$ cat src/hw/rtl/cil_pkg.sv
package cil_pkg;

  localparam int CAPACITY_DEF = 64;
  localparam int OPW = 2;
  localparam int IDXW = 7;
  localparam int DW = 32;
  localparam int CNTW = 7;

  typedef enum logic [OPW-1:0] {
    OP_INSERT = 2'd0,
    OP_REMOVE = 2'd1,
    OP_READ   = 2'd2,
    OP_CLEAR  = 2'd3
  } op_t;

  // Commands from the controller to the datapath.
  typedef struct packed {
    logic load;
    logic shift;
    logic put;
    logic rd_idx;
    logic result;
  } ctrl_cmd_t;

  // Status from the datapath to the controller.
  typedef struct packed {
    op_t  op;
    logic ins_ok;
    logic rem_ok;
    logic at_end;
    logic out_free;
  } dp_stat_t;

endpackage

$ cat src/hw/rtl/cil_ram.sv
module cil_ram #(
  parameter int WIDTH = 32,
  parameter int DEPTH = 64
) (
  input  logic                     clk,
  input  logic                     we,
  input  logic [$clog2(DEPTH)-1:0] waddr,
  input  logic [WIDTH-1:0]         wdata,
  input  logic                     re,
  input  logic [$clog2(DEPTH)-1:0] raddr,
  output logic [WIDTH-1:0]         rdata
);

  logic [WIDTH-1:0] mem_r [DEPTH];
  logic [WIDTH-1:0] rdata_r;

  always_ff @(posedge clk) begin
    if (we) begin
      mem_r[waddr] <= wdata;
    end
    if (re) begin
      rdata_r <= mem_r[raddr];
    end
  end

  assign rdata = rdata_r;

endmodule

$ cat src/hw/rtl/cil_ctrl.sv
module cil_ctrl (
  input  logic                clk,
  input  logic                rst_n,
  input  logic                in_valid,
  output logic                in_stall,
  input  cil_pkg::dp_stat_t   stat,
  output cil_pkg::ctrl_cmd_t  cmd
);

  import cil_pkg::*;

  typedef enum logic [4:0] {
    S_IDLE  = 5'b00001,
    S_EXEC  = 5'b00010,
    S_SHIFT = 5'b00100,
    S_PUT   = 5'b01000,
    S_DONE  = 5'b10000
  } state_t;

  state_t state_r;
  state_t state_nxt;

  always_comb begin
    cmd       = '0;
    state_nxt = state_r;
    in_stall  = 1'b1;
    case (state_r)
      S_IDLE: begin
        in_stall = 1'b0;
        if (in_valid) begin
          cmd.load  = 1'b1;
          state_nxt = S_EXEC;
        end
      end
      S_EXEC: begin
        case (stat.op)
          OP_INSERT: state_nxt = stat.ins_ok ? S_SHIFT : S_DONE;
          OP_REMOVE: state_nxt = stat.rem_ok ? S_SHIFT : S_DONE;
          OP_READ: begin
            cmd.rd_idx = stat.rem_ok;
            state_nxt  = S_DONE;
          end
          default: state_nxt = S_DONE;
        endcase
      end
      S_SHIFT: begin
        cmd.shift = 1'b1;
        if (stat.at_end) begin
          state_nxt = (stat.op == OP_INSERT) ? S_PUT : S_DONE;
        end
      end
      S_PUT: begin
        cmd.put   = 1'b1;
        state_nxt = S_DONE;
      end
      S_DONE: begin
        if (stat.out_free) begin
          cmd.result = 1'b1;
          state_nxt  = S_IDLE;
        end
      end
      default: state_nxt = S_IDLE;
    endcase
  end

  always_ff @(posedge clk) begin
    if (!rst_n) begin
      state_r <= S_IDLE;
    end else begin
      state_r <= state_nxt;
    end
  end

endmodule

$ cat src/hw/rtl/cil_dp.sv
module cil_dp #(
  parameter int CAPACITY = cil_pkg::CAPACITY_DEF
) (
  input  logic                          clk,
  input  logic                          rst_n,
  input  logic [cil_pkg::OPW-1:0]       in_operation,
  input  logic [cil_pkg::IDXW-1:0]      in_index,
  input  logic signed [cil_pkg::DW-1:0] in_value,
  input  cil_pkg::ctrl_cmd_t            cmd,
  output cil_pkg::dp_stat_t             stat,
  output logic                          out_valid,
  input  logic                          out_stall,
  output logic                          out_ok,
  output logic signed [cil_pkg::DW-1:0] out_read_value,
  output logic [cil_pkg::CNTW-1:0]      out_count
);

  import cil_pkg::*;

  localparam int AW = $clog2(CAPACITY);
  localparam int LW = $clog2(CAPACITY + 1);
  localparam int CW = (LW > IDXW) ? LW : IDXW;

  op_t               op_r;
  logic [IDXW-1:0]   idx_r;
  logic [DW-1:0]     val_r;
  logic [LW-1:0]     len_r;
  logic [LW-1:0]     len_nxt;
  logic [LW-1:0]     ptr_r;
  logic              pend_r;
  logic [AW-1:0]     pend_addr_r;

  logic              out_valid_r;
  logic              out_ok_r;
  logic [DW-1:0]     out_rd_r;
  logic [CNTW-1:0]   out_count_r;

  logic [CW-1:0]     idx_c;
  logic [CW-1:0]     len_c;
  logic [CW-1:0]     ptr_c;
  logic              ins_ok;
  logic              rem_ok;
  logic              at_end;
  logic              out_free;
  logic              res_ok;

  logic              ram_we;
  logic [AW-1:0]     ram_waddr;
  logic [DW-1:0]     ram_wdata;
  logic              ram_re;
  logic [AW-1:0]     ram_raddr;
  logic [DW-1:0]     ram_rdata;
  logic [AW-1:0]     src_addr;

  assign idx_c = CW'(idx_r);
  assign len_c = CW'(len_r);
  assign ptr_c = CW'(ptr_r);

  assign ins_ok = (len_r < LW'(CAPACITY)) && (idx_c <= len_c);
  assign rem_ok = idx_c < len_c;

  // Insert moves entries up from the tail down to the index; remove moves
  // them down from the index up to the tail.
  assign at_end = (op_r == OP_INSERT) ? (ptr_c == idx_c) : (ptr_c == len_c - CW'(1));
  assign src_addr = (op_r == OP_INSERT) ? AW'(ptr_r - LW'(1)) : AW'(ptr_r + LW'(1));

  assign out_free = !out_valid_r || !out_stall;

  always_comb begin
    stat          = '0;
    stat.op       = op_r;
    stat.ins_ok   = ins_ok;
    stat.rem_ok   = rem_ok;
    stat.at_end   = at_end;
    stat.out_free = out_free;
  end

  // A read issued during one shift step is written one slot over in the next.
  assign ram_re    = cmd.rd_idx || (cmd.shift && !at_end);
  assign ram_raddr = cmd.rd_idx ? AW'(idx_r) : src_addr;
  assign ram_we    = (cmd.shift && pend_r) || cmd.put;
  assign ram_waddr = cmd.put ? AW'(idx_r) : pend_addr_r;
  assign ram_wdata = cmd.put ? val_r : ram_rdata;

  cil_ram #(
    .WIDTH (DW),
    .DEPTH (CAPACITY)
  ) u_ram (
    .clk   (clk),
    .we    (ram_we),
    .waddr (ram_waddr),
    .wdata (ram_wdata),
    .re    (ram_re),
    .raddr (ram_raddr),
    .rdata (ram_rdata)
  );

  always_comb begin
    len_nxt = len_r;
    res_ok  = 1'b0;
    case (op_r)
      OP_INSERT: begin
        res_ok = ins_ok;
        if (ins_ok) begin
          len_nxt = len_r + LW'(1);
        end
      end
      OP_REMOVE: begin
        res_ok = rem_ok;
        if (rem_ok) begin
          len_nxt = len_r - LW'(1);
        end
      end
      OP_READ: res_ok = rem_ok;
      default: begin
        res_ok  = 1'b1;
        len_nxt = '0;
      end
    endcase
  end

  always_ff @(posedge clk) begin
    if (cmd.load) begin
      op_r  <= op_t'(in_operation);
      idx_r <= in_index;
      val_r <= in_value;
      if (op_t'(in_operation) == OP_INSERT) begin
        ptr_r <= len_r;
      end else begin
        ptr_r <= LW'(CW'(in_index));
      end
    end else if (cmd.shift && !at_end) begin
      ptr_r <= (op_r == OP_INSERT) ? ptr_r - LW'(1) : ptr_r + LW'(1);
    end
    if (cmd.shift) begin
      pend_addr_r <= AW'(ptr_r);
    end
    if (cmd.result) begin
      out_ok_r    <= res_ok;
      out_rd_r    <= (op_r == OP_READ && rem_ok) ? ram_rdata : '0;
      out_count_r <= CNTW'(len_nxt);
    end
  end

  always_ff @(posedge clk) begin
    if (!rst_n) begin
      len_r       <= '0;
      pend_r      <= 1'b0;
      out_valid_r <= 1'b0;
    end else begin
      if (cmd.load) begin
        pend_r <= 1'b0;
      end else if (cmd.shift) begin
        pend_r <= !at_end;
      end
      if (cmd.result) begin
        len_r       <= len_nxt;
        out_valid_r <= 1'b1;
      end else if (!out_stall) begin
        out_valid_r <= 1'b0;
      end
    end
  end

  assign out_valid      = out_valid_r;
  assign out_ok         = out_ok_r;
  assign out_read_value = out_rd_r;
  assign out_count      = out_count_r;

endmodule

$ cat src/hw/rtl/indexed_insert_delete_list.sv
// Sequence: read and clear pass the load, execute and done states; a successful
// insert or remove also shifts between index and tail, insert then a put step;
// while shifting, the entry RAM reads one entry and writes one entry per cycle.
// Throughput: one item at a time; the next item is taken once the result is
// registered, even while that result waits on the output.
// Reset: synchronous, active low; empties the list, entry RAM is not cleared.
module indexed_insert_delete_list #(
  parameter int CAPACITY = cil_pkg::CAPACITY_DEF
) (
  input  logic                          clk,
  input  logic                          rst_n,
  input  logic                          in_valid,
  output logic                          in_stall,
  input  logic [cil_pkg::OPW-1:0]       in_operation,
  input  logic [cil_pkg::IDXW-1:0]      in_index,
  input  logic signed [cil_pkg::DW-1:0] in_value,
  output logic                          out_valid,
  input  logic                          out_stall,
  output logic                          out_ok,
  output logic signed [cil_pkg::DW-1:0] out_read_value,
  output logic [cil_pkg::CNTW-1:0]      out_count
);

  import cil_pkg::*;

  ctrl_cmd_t cmd;
  dp_stat_t  stat;

  cil_ctrl u_ctrl (
    .clk      (clk),
    .rst_n    (rst_n),
    .in_valid (in_valid),
    .in_stall (in_stall),
    .stat     (stat),
    .cmd      (cmd)
  );

  cil_dp #(
    .CAPACITY (CAPACITY)
  ) u_dp (
    .clk            (clk),
    .rst_n          (rst_n),
    .in_operation   (in_operation),
    .in_index       (in_index),
    .in_value       (in_value),
    .cmd            (cmd),
    .stat           (stat),
    .out_valid      (out_valid),
    .out_stall      (out_stall),
    .out_ok         (out_ok),
    .out_read_value (out_read_value),
    .out_count      (out_count)
  );

  // The controller issues at most one datapath command per cycle.
  a_one_cmd: assert property (@(posedge clk) disable iff (!rst_n)
    $onehot0({cmd.load, cmd.shift, cmd.put, cmd.rd_idx, cmd.result}))
    else $error("more than one datapath command in a cycle");

  // A failed operation never returns data.
  a_fail_zero: assert property (@(posedge clk) disable iff (!rst_n)
    (out_valid && !out_ok) |-> (out_read_value == '0))
    else $error("failed operation returned a nonzero value");

  // The reported count stays within the capacity.
  a_count_cap: assert property (@(posedge clk) disable iff (!rst_n)
    out_valid |-> (32'(out_count) <= CAPACITY))
    else $error("count exceeds capacity");

  // A new item is taken only when no command is already in flight.
  a_load_idle: assert property (@(posedge clk) disable iff (!rst_n)
    cmd.load |=> !cmd.load && !cmd.result)
    else $error("item loaded while one is in progress");

endmodule
$ cat config.mk
export PLATFORM = sky130hd
export DESIGN_NAME = indexed_insert_delete_list
export DESIGN_NICKNAME = d
export VERILOG_FILES = /design/src/hw/rtl/cil_pkg.sv /design/src/hw/rtl/cil_ram.sv /design/src/hw/rtl/cil_ctrl.sv /design/src/hw/rtl/cil_dp.sv /design/src/hw/rtl/indexed_insert_delete_list.sv
export SDC_FILE = /design/constraint.sdc
export NUM_CORES = 2
export LEC_CHECK = 0
export BUFFER_PORTS_ARGS = -buffer_cell sky130_fd_sc_hd__buf_2
export CAP_MARGIN = 5
export CORE_MARGIN = 4
export CORE_UTILIZATION = 30
export CTS_CLUSTER_SIZE = 25
export DETAILED_ROUTE_END_ITERATION = 12
export GPL_ROUTABILITY_DRIVEN = 1
export PLACE_DENSITY = 0.46
export SYNTH_ARGS = -nofsm -noshare
export SYNTH_HDL_FRONTEND = slang
export SYNTH_SLANG_ARGS = --single-unit
export TNS_END_PERCENT = 100
$ cat constraint.sdc
create_clock -name clk -period 5.2 [get_ports clk]
set_clock_uncertainty 0.15 [all_clocks]
set_input_delay 0.78 -clock clk [delete_from_list [all_inputs] [get_ports clk]]
set_output_delay 0.78 -clock clk [all_outputs]
set_load 0.05 [all_outputs]
# Word level (Yosys, flattened, before mapping)
# Memories as Yosys holds them, arrays and structs flattened. A register that Yosys moved wholly into a read port is not among the register bits.
# Index checks and enable logic that the tools add are counted.
# classes
n_addsub,4
mux,34
n_lt_le_gt_ge,3
n_eq_ne,13
n_reduce_logical,16
bitwise,1
# ops
op,count
$mux 7,6
$mux 32,1
$mux 5,6
$pmux 5 s5,1
$pmux 7 s3,1
$mux 6,3
$add 7x1->7 const B,2
$eq 7x7->1,2
$mux 1,14
$sub 7x1->7 const B,2
$pmux 5 s2,1
$le 7x7->1,1
$lt 7x7->1,1
$lt 7x7->1 const B,1
$ne 2x1->1 const B,3
$eq 5x1->1 const B,1
$eq 5x2->1 const B,1
$eq 5x3->1 const B,1
$eq 5x4->1 const B,1
$eq 5x5->1 const B,1
$logic_and 1x1->1,4
$logic_not 2->1,2
$reduce_or 2->1,2
$logic_not 1->1,3
8 further kinds,10
# totals
mem_bits_rw,2048
elab_cells,84
out_inout_bits,42
n_memories,1
register_bits,108
in_bits,45
# memory_table
name,depth,word_bits,read_ports,rd_ports_with_merged_regs,wr,line_no,text
u_dp.u_ram.mem_r,64,32,1,1,1,cil_ram.sv:14,logic [WIDTH-1:0] mem_r [DEPTH];

# Longest topological paths before layout
# depth
ltp_word,7
mapped_depth,18
mapped_depth_nobuf,11

# Hierarchy
# From an unflattened synthesis, not the netlist that was laid out.
# hier_totals
hier_cells,3789
area_unflattened_um2,84451.0
# modules_own_cells
mod,area_per_inst_um2,cells_per_inst,instances,seq_area_each_um2
cil_ram,78835.6,3324,1,62459.9
cil_dp,5283.8,424,1,3002.9
cil_ctrl,331.6,41,1,100.1

# Worst setup path after synthesis
# OpenSTA, ideal clock, no wires.
# synth_path
path_type,reg-to-reg
start,"register u_dp.idx_r[0], in the netlist u_dp.idx_c[0]"
end,"memory u_dp.u_ram.mem_r[11][0], enable pin"
t_arrival_ns,3.593
synth_period_minus_slack_ns,4.164
path_stages_with_launch,10
setup_time_ns,0.421
path_slack_ns,1.036
path_cell_list,edfxtp_1 > clkbuf_1 > buf_2 > buf_2 > buf_2 > buf_1 > nand2_1 > o21ai_0 > nand2_1 > nor2_1
# synth_via
elab_chain_len,1
# synth_rtl
element,line_no,text
from (decl),cil_dp.sv:25,logic [IDXW-1:0] idx_r;
from (signal assigned),cil_dp.sv:125,idx_r <= in_index;
$mux 6,cil_dp.sv:82,assign ram_waddr = cmd.put ? AW'(idx_r) : pend_addr_r;
to (decl),cil_ram.sv:14,
# Every way passes these cells.

# Worst setup path after layout
# layout_path
start,register u_dp.op_r[0]
end,"register u_dp.u_ram.rdata_r[6], in the netlist u_dp.u_ram.rdata[6], read port of u_dp.u_ram.mem_r, data pin"
# layout_via
elab_chain_len,5
# layout_rtl
element,line_no,text
from (decl),cil_dp.sv:24,op_t op_r;
from (signal assigned),cil_dp.sv:124,op_r <= op_t'(in_operation);
"parallel branches: the longest is 5 deep, another holds $mux 6",n/a,
to (decl),cil_ram.sv:15,logic [WIDTH-1:0] rdata_r;
# Several ways; the timed one is not identified.
# A chain may end at the register's enable or synchronous reset.

==> run_results.csv <==
group,metric,value,unit
floorplan,core-area,297000,µm²
worst_setup_path,cp.arrival,5.76,ns
global_route,antenna_found_initial,11,
clocking,clk_pin_slew,0.06,ns
cells_and_area,fin_cells,10879,
worst_setup_path,critPathMaxFanout,17,
global_route,grt_util_all_layers,20.0,%
worst_setup_path,cp.required,5.80,ns
run,maxCapViolations,0,
placed_design,place_inst,10408,
logic_synthesis,syn-num-nets,6497,
placed_design,dp_hpwl,192000,µm
route,vias,58739,
sta,timing.final.crit_share,99.3,%
placed_design,place.gp.congestion,0.851,
sta,rsz0062_at_grt,"false",
logic_synthesis,avgSynthCellArea,13.9,µm²
global_route,grt_overflow,0,
route,ant_nets,0,
cells_and_area,nets,6805,
floorplan,die_area,308000,µm²
route,viasPerCell,5.40,
worst_hold_path,hold_start,"in_operation[0]",
sta,slew_violations,0,
cells_and_area,synthToLayoutAreaGrowth,17.6,%
worst_setup_path,worst_setup_path_start_kind,"register",
sta,hold_violations,0,
worst_hold_path,min_to,"u_dp.op_r[0]",
worst_setup_path,crit_start,"u_dp.op_r[0]",
floorplan,die_w,555,µm
logic_synthesis,synth.yosys.warnings,0,
sta,setup_viol,0,
logic_synthesis,synthArstFlopShare,0,%
global_route,grt_pass1_vias,56519,
clocking,clock_latency,0.92,ns
logic_synthesis,synth_edf_count,2174,
route,drtIter0Drc,6496,
clocking,cts_sinks,2188,
route,wire_per_inst,29.2,µm
worst_setup_path,critPathCaptureType,"register",
clocking,clockBufferDepth,3,
route,drc,0,
worst_setup_path,crit-reg2reg-launch,"u_dp.op_r[0]",
route,wirelength,318000,µm
logic_synthesis,synth_top_flop_cell,"edfxtp_1",
worst_setup_path,worst-r2r-setup-slack,0.04,ns
worst_setup_path,r2r_end,"u_dp.u_ram.rdata[6]",
floorplan,die_h,555,µm
route,first_pass_iters,7,
worst_hold_path,hp-class,"primary input to register",
worst_hold_path,whs_path_depth,1,
sta,relSlewSlack,11.9,%
power,p_leak,35.1,nW
logic_synthesis,ys_seq_area_share,73.1,%
power,p_per_area,462,nW/µm²
floorplan,io_pins,87,
clocking,cts-root-buf,"clkbuf_16",
cells_and_area,post-route-util,35.5,%
sta,fin_crit,5.16,ns
sta,fmax,194,MHz
global_route,grt_start_max_net_pins,105,
worst_setup_path,worstRegToRegCells,10,
logic_synthesis,ys_ff_latch,2188,
global_route,grt_pass1_wl,447000,µm
clocking,cts.htree.levels,4,
outcome,status,"finished clean",
sta,worst_slack,0.0367,ns
cells_and_area,drive_gt1_share,14.2,%
placed_design,place_ws,-0.0679,ns
logic_synthesis,syn-cell-area,89700,µm²
logic_synthesis,synth_cell_type_count,84,
clocking,tritoncts,"built",
sta,tightestPinTransition,1.32,ns
clocking,cts-buffers-inserted,233,
floorplan,std_cell_rows,200,
power,ir_worst_vdd,0.000354,V
floorplan,start_util,30.2,%
worst_setup_path,crit_type,"register to register",
logic_synthesis,syn_inst,6437,
placed_design,portBuffers,86,
## stage by stage
stage	power [mW]	instance area (µm²)	setup TNS (ns)	hold slack [ns]
5_1_grt	50.7	105000	0	0.0224
4_1_cts	49.1	105000	0	0.0187
6_report	48.8	105000	0	0.0778
3_5_place_dp	32.9	97600	-0.0860	0.392
3_3_place_gp	32.8	97600	-0.314	0.393
2_1_floorplan	27.0	89700	0	0.274
## per-layer routing
metal	wire, µm	part of all wire (%)	global-route usage [%]
met1	142000	45	28.8
met2	147000	46	32.0
met3	22300	7.0	3.03
met4	6750	2.1	4.31
met5	16	0.0050	0
## synthesized netlist by cell type, types with 52 or more instances
cell type,n,share of area [%]
o21ai_0,153,0.85
a21oi_1,427,2.4
a31oi_1,134,0.93
nor2_1,135,0.56
clkbuf_1,182,0.76
a211oi_1,245,2.1
a32oi_1,99,0.97
o22ai_1,52,0.36
nand2_1,1258,5.3
and3_1,157,1.1
nand3_1,198,1.1
edfxtp_1,2174,73
buf_2,204,1.1
nor2b_1,56,0.39
mux2i_1,361,4.0
## how the worst max path moves through the flow
stage / end / slack (ns)
3_5_place_dp: u_dp.u_ram.rdata[23] / -0.07
3_3_place_gp: u_dp.u_ram.rdata[26] / -0.18
2_1_floorplan: u_dp.u_ram.mem_r[11][0] / 1.04
4_1_cts: u_dp.u_ram.rdata[1] / 0.06
5_1_grt: u_dp.u_ram.rdata[6] / 0.004
6_report: u_dp.u_ram.rdata[6] / 0.04
## what timing repair did
item / CTS / global route
resized for setup: 2 / 5
hold buffers: 40 / 0
setup endpoints to repair: 2 / 6
setup buffers: 0 / 0
pin swaps: 0 / 1
hold endpoints to repair: 40 / 0
## registers in the layout, summed over array words and instances, names as in the netlist
register / flops
u_ctrl.state_r: 5
u_dp.idx_c: 7
u_dp.len_c: 7
u_dp.op_r: 2
u_dp.out_count: 7
u_dp.out_ok: 1
u_dp.out_read_value: 32
u_dp.out_valid: 1
u_dp.pend_addr_r: 6
u_dp.pend_r: 1
u_dp.ptr_c: 7
u_dp.u_ram.mem_r: 2048
u_dp.u_ram.rdata: 32
u_dp.val_r: 32
## cells in the final DEF, fill, tap and decap left out, types with 14 or more instances in the layout
cell / count
o21ai_0: 151
clkbuf_1: 59
dfxtp_1: 14
a311oi_1: 18
o31ai_1: 18
nand2_1: 1224
mux2i_1: 358
nand3_1: 198
a32oi_1: 99
buf_2: 87
a31oi_1: 132
clkbuf_16: 233
o21a_1: 15
nand4_1: 51
clkinv_2: 35
a21oi_1: 425
nand2_2: 25
o22ai_1: 52
a211oi_1: 245
nor3_1: 19
dlygate4sd3_1: 40
mux2_2: 38
clkinv_1: 62
o221ai_1: 30
nor4_1: 39
nor2_4: 67
buf_12: 65
nor2b_1: 56
buf_4: 341
nor2_1: 69
inv_1: 20
edfxtp_1: 2174
ha_1: 15
a211o_1: 20
a221oi_1: 35
and3_1: 157
or3_1: 23
bufinv_16: 15
## critical path: stages, from the launching register on
cell      delay [ns]
edfxtp_1        0.42
inv_1           0.11
ha_1            0.57
nand3_2         0.31
nor3_4          0.94
nor3_1          0.17
a21oi_4         0.77
buf_4           0.32
a211oi_1        0.10
nor4_1          0.94
or3_1           0.23
## where the power goes
| group | total (mW) | internal [mW] | switching (mW) |
|---|---|---|---|
| Clock | 16.2 | 9.03 | 7.15 |
| Combinational | 13.2 | 4.18 | 9.02 |
| Sequential | 19.4 | 19.3 | 0.0581 |
## kinds of logic (layout without fill, tap and decap cells)
group / Yosys count / count (layout) / synth area share [%]
AO/OA/AOI/OAI: 1339 / 1339 / 9.72
XOR/XNOR: 24 / 24 / 0.243
adder cells (fa/ha/maj): 15 / 15 / 0.209
buffers and inverters: 484 / 983 / 2.44
flip-flops: 2188 / 2188 / 73.1
multiplexers: 400 / 400 / 4.52
other: 0 / 4 / 0
AND/OR/NAND/NOR: 1987 / 1987 / 9.78
## cell type report
class	instances	area (µm²)
Antenna cell	4	10.0
Clock buffer	294	6080
Clock inverter	132	1330
Fill cell	28502	192000
Inverter	23	86.3
Multi-Input combinational cell	3765	22800
Sequential cell	2188	65600
Tap cell	3939	4930
Timing Repair Buffer	534	4710
No activity file was read; power rests on OpenSTA's default activity.
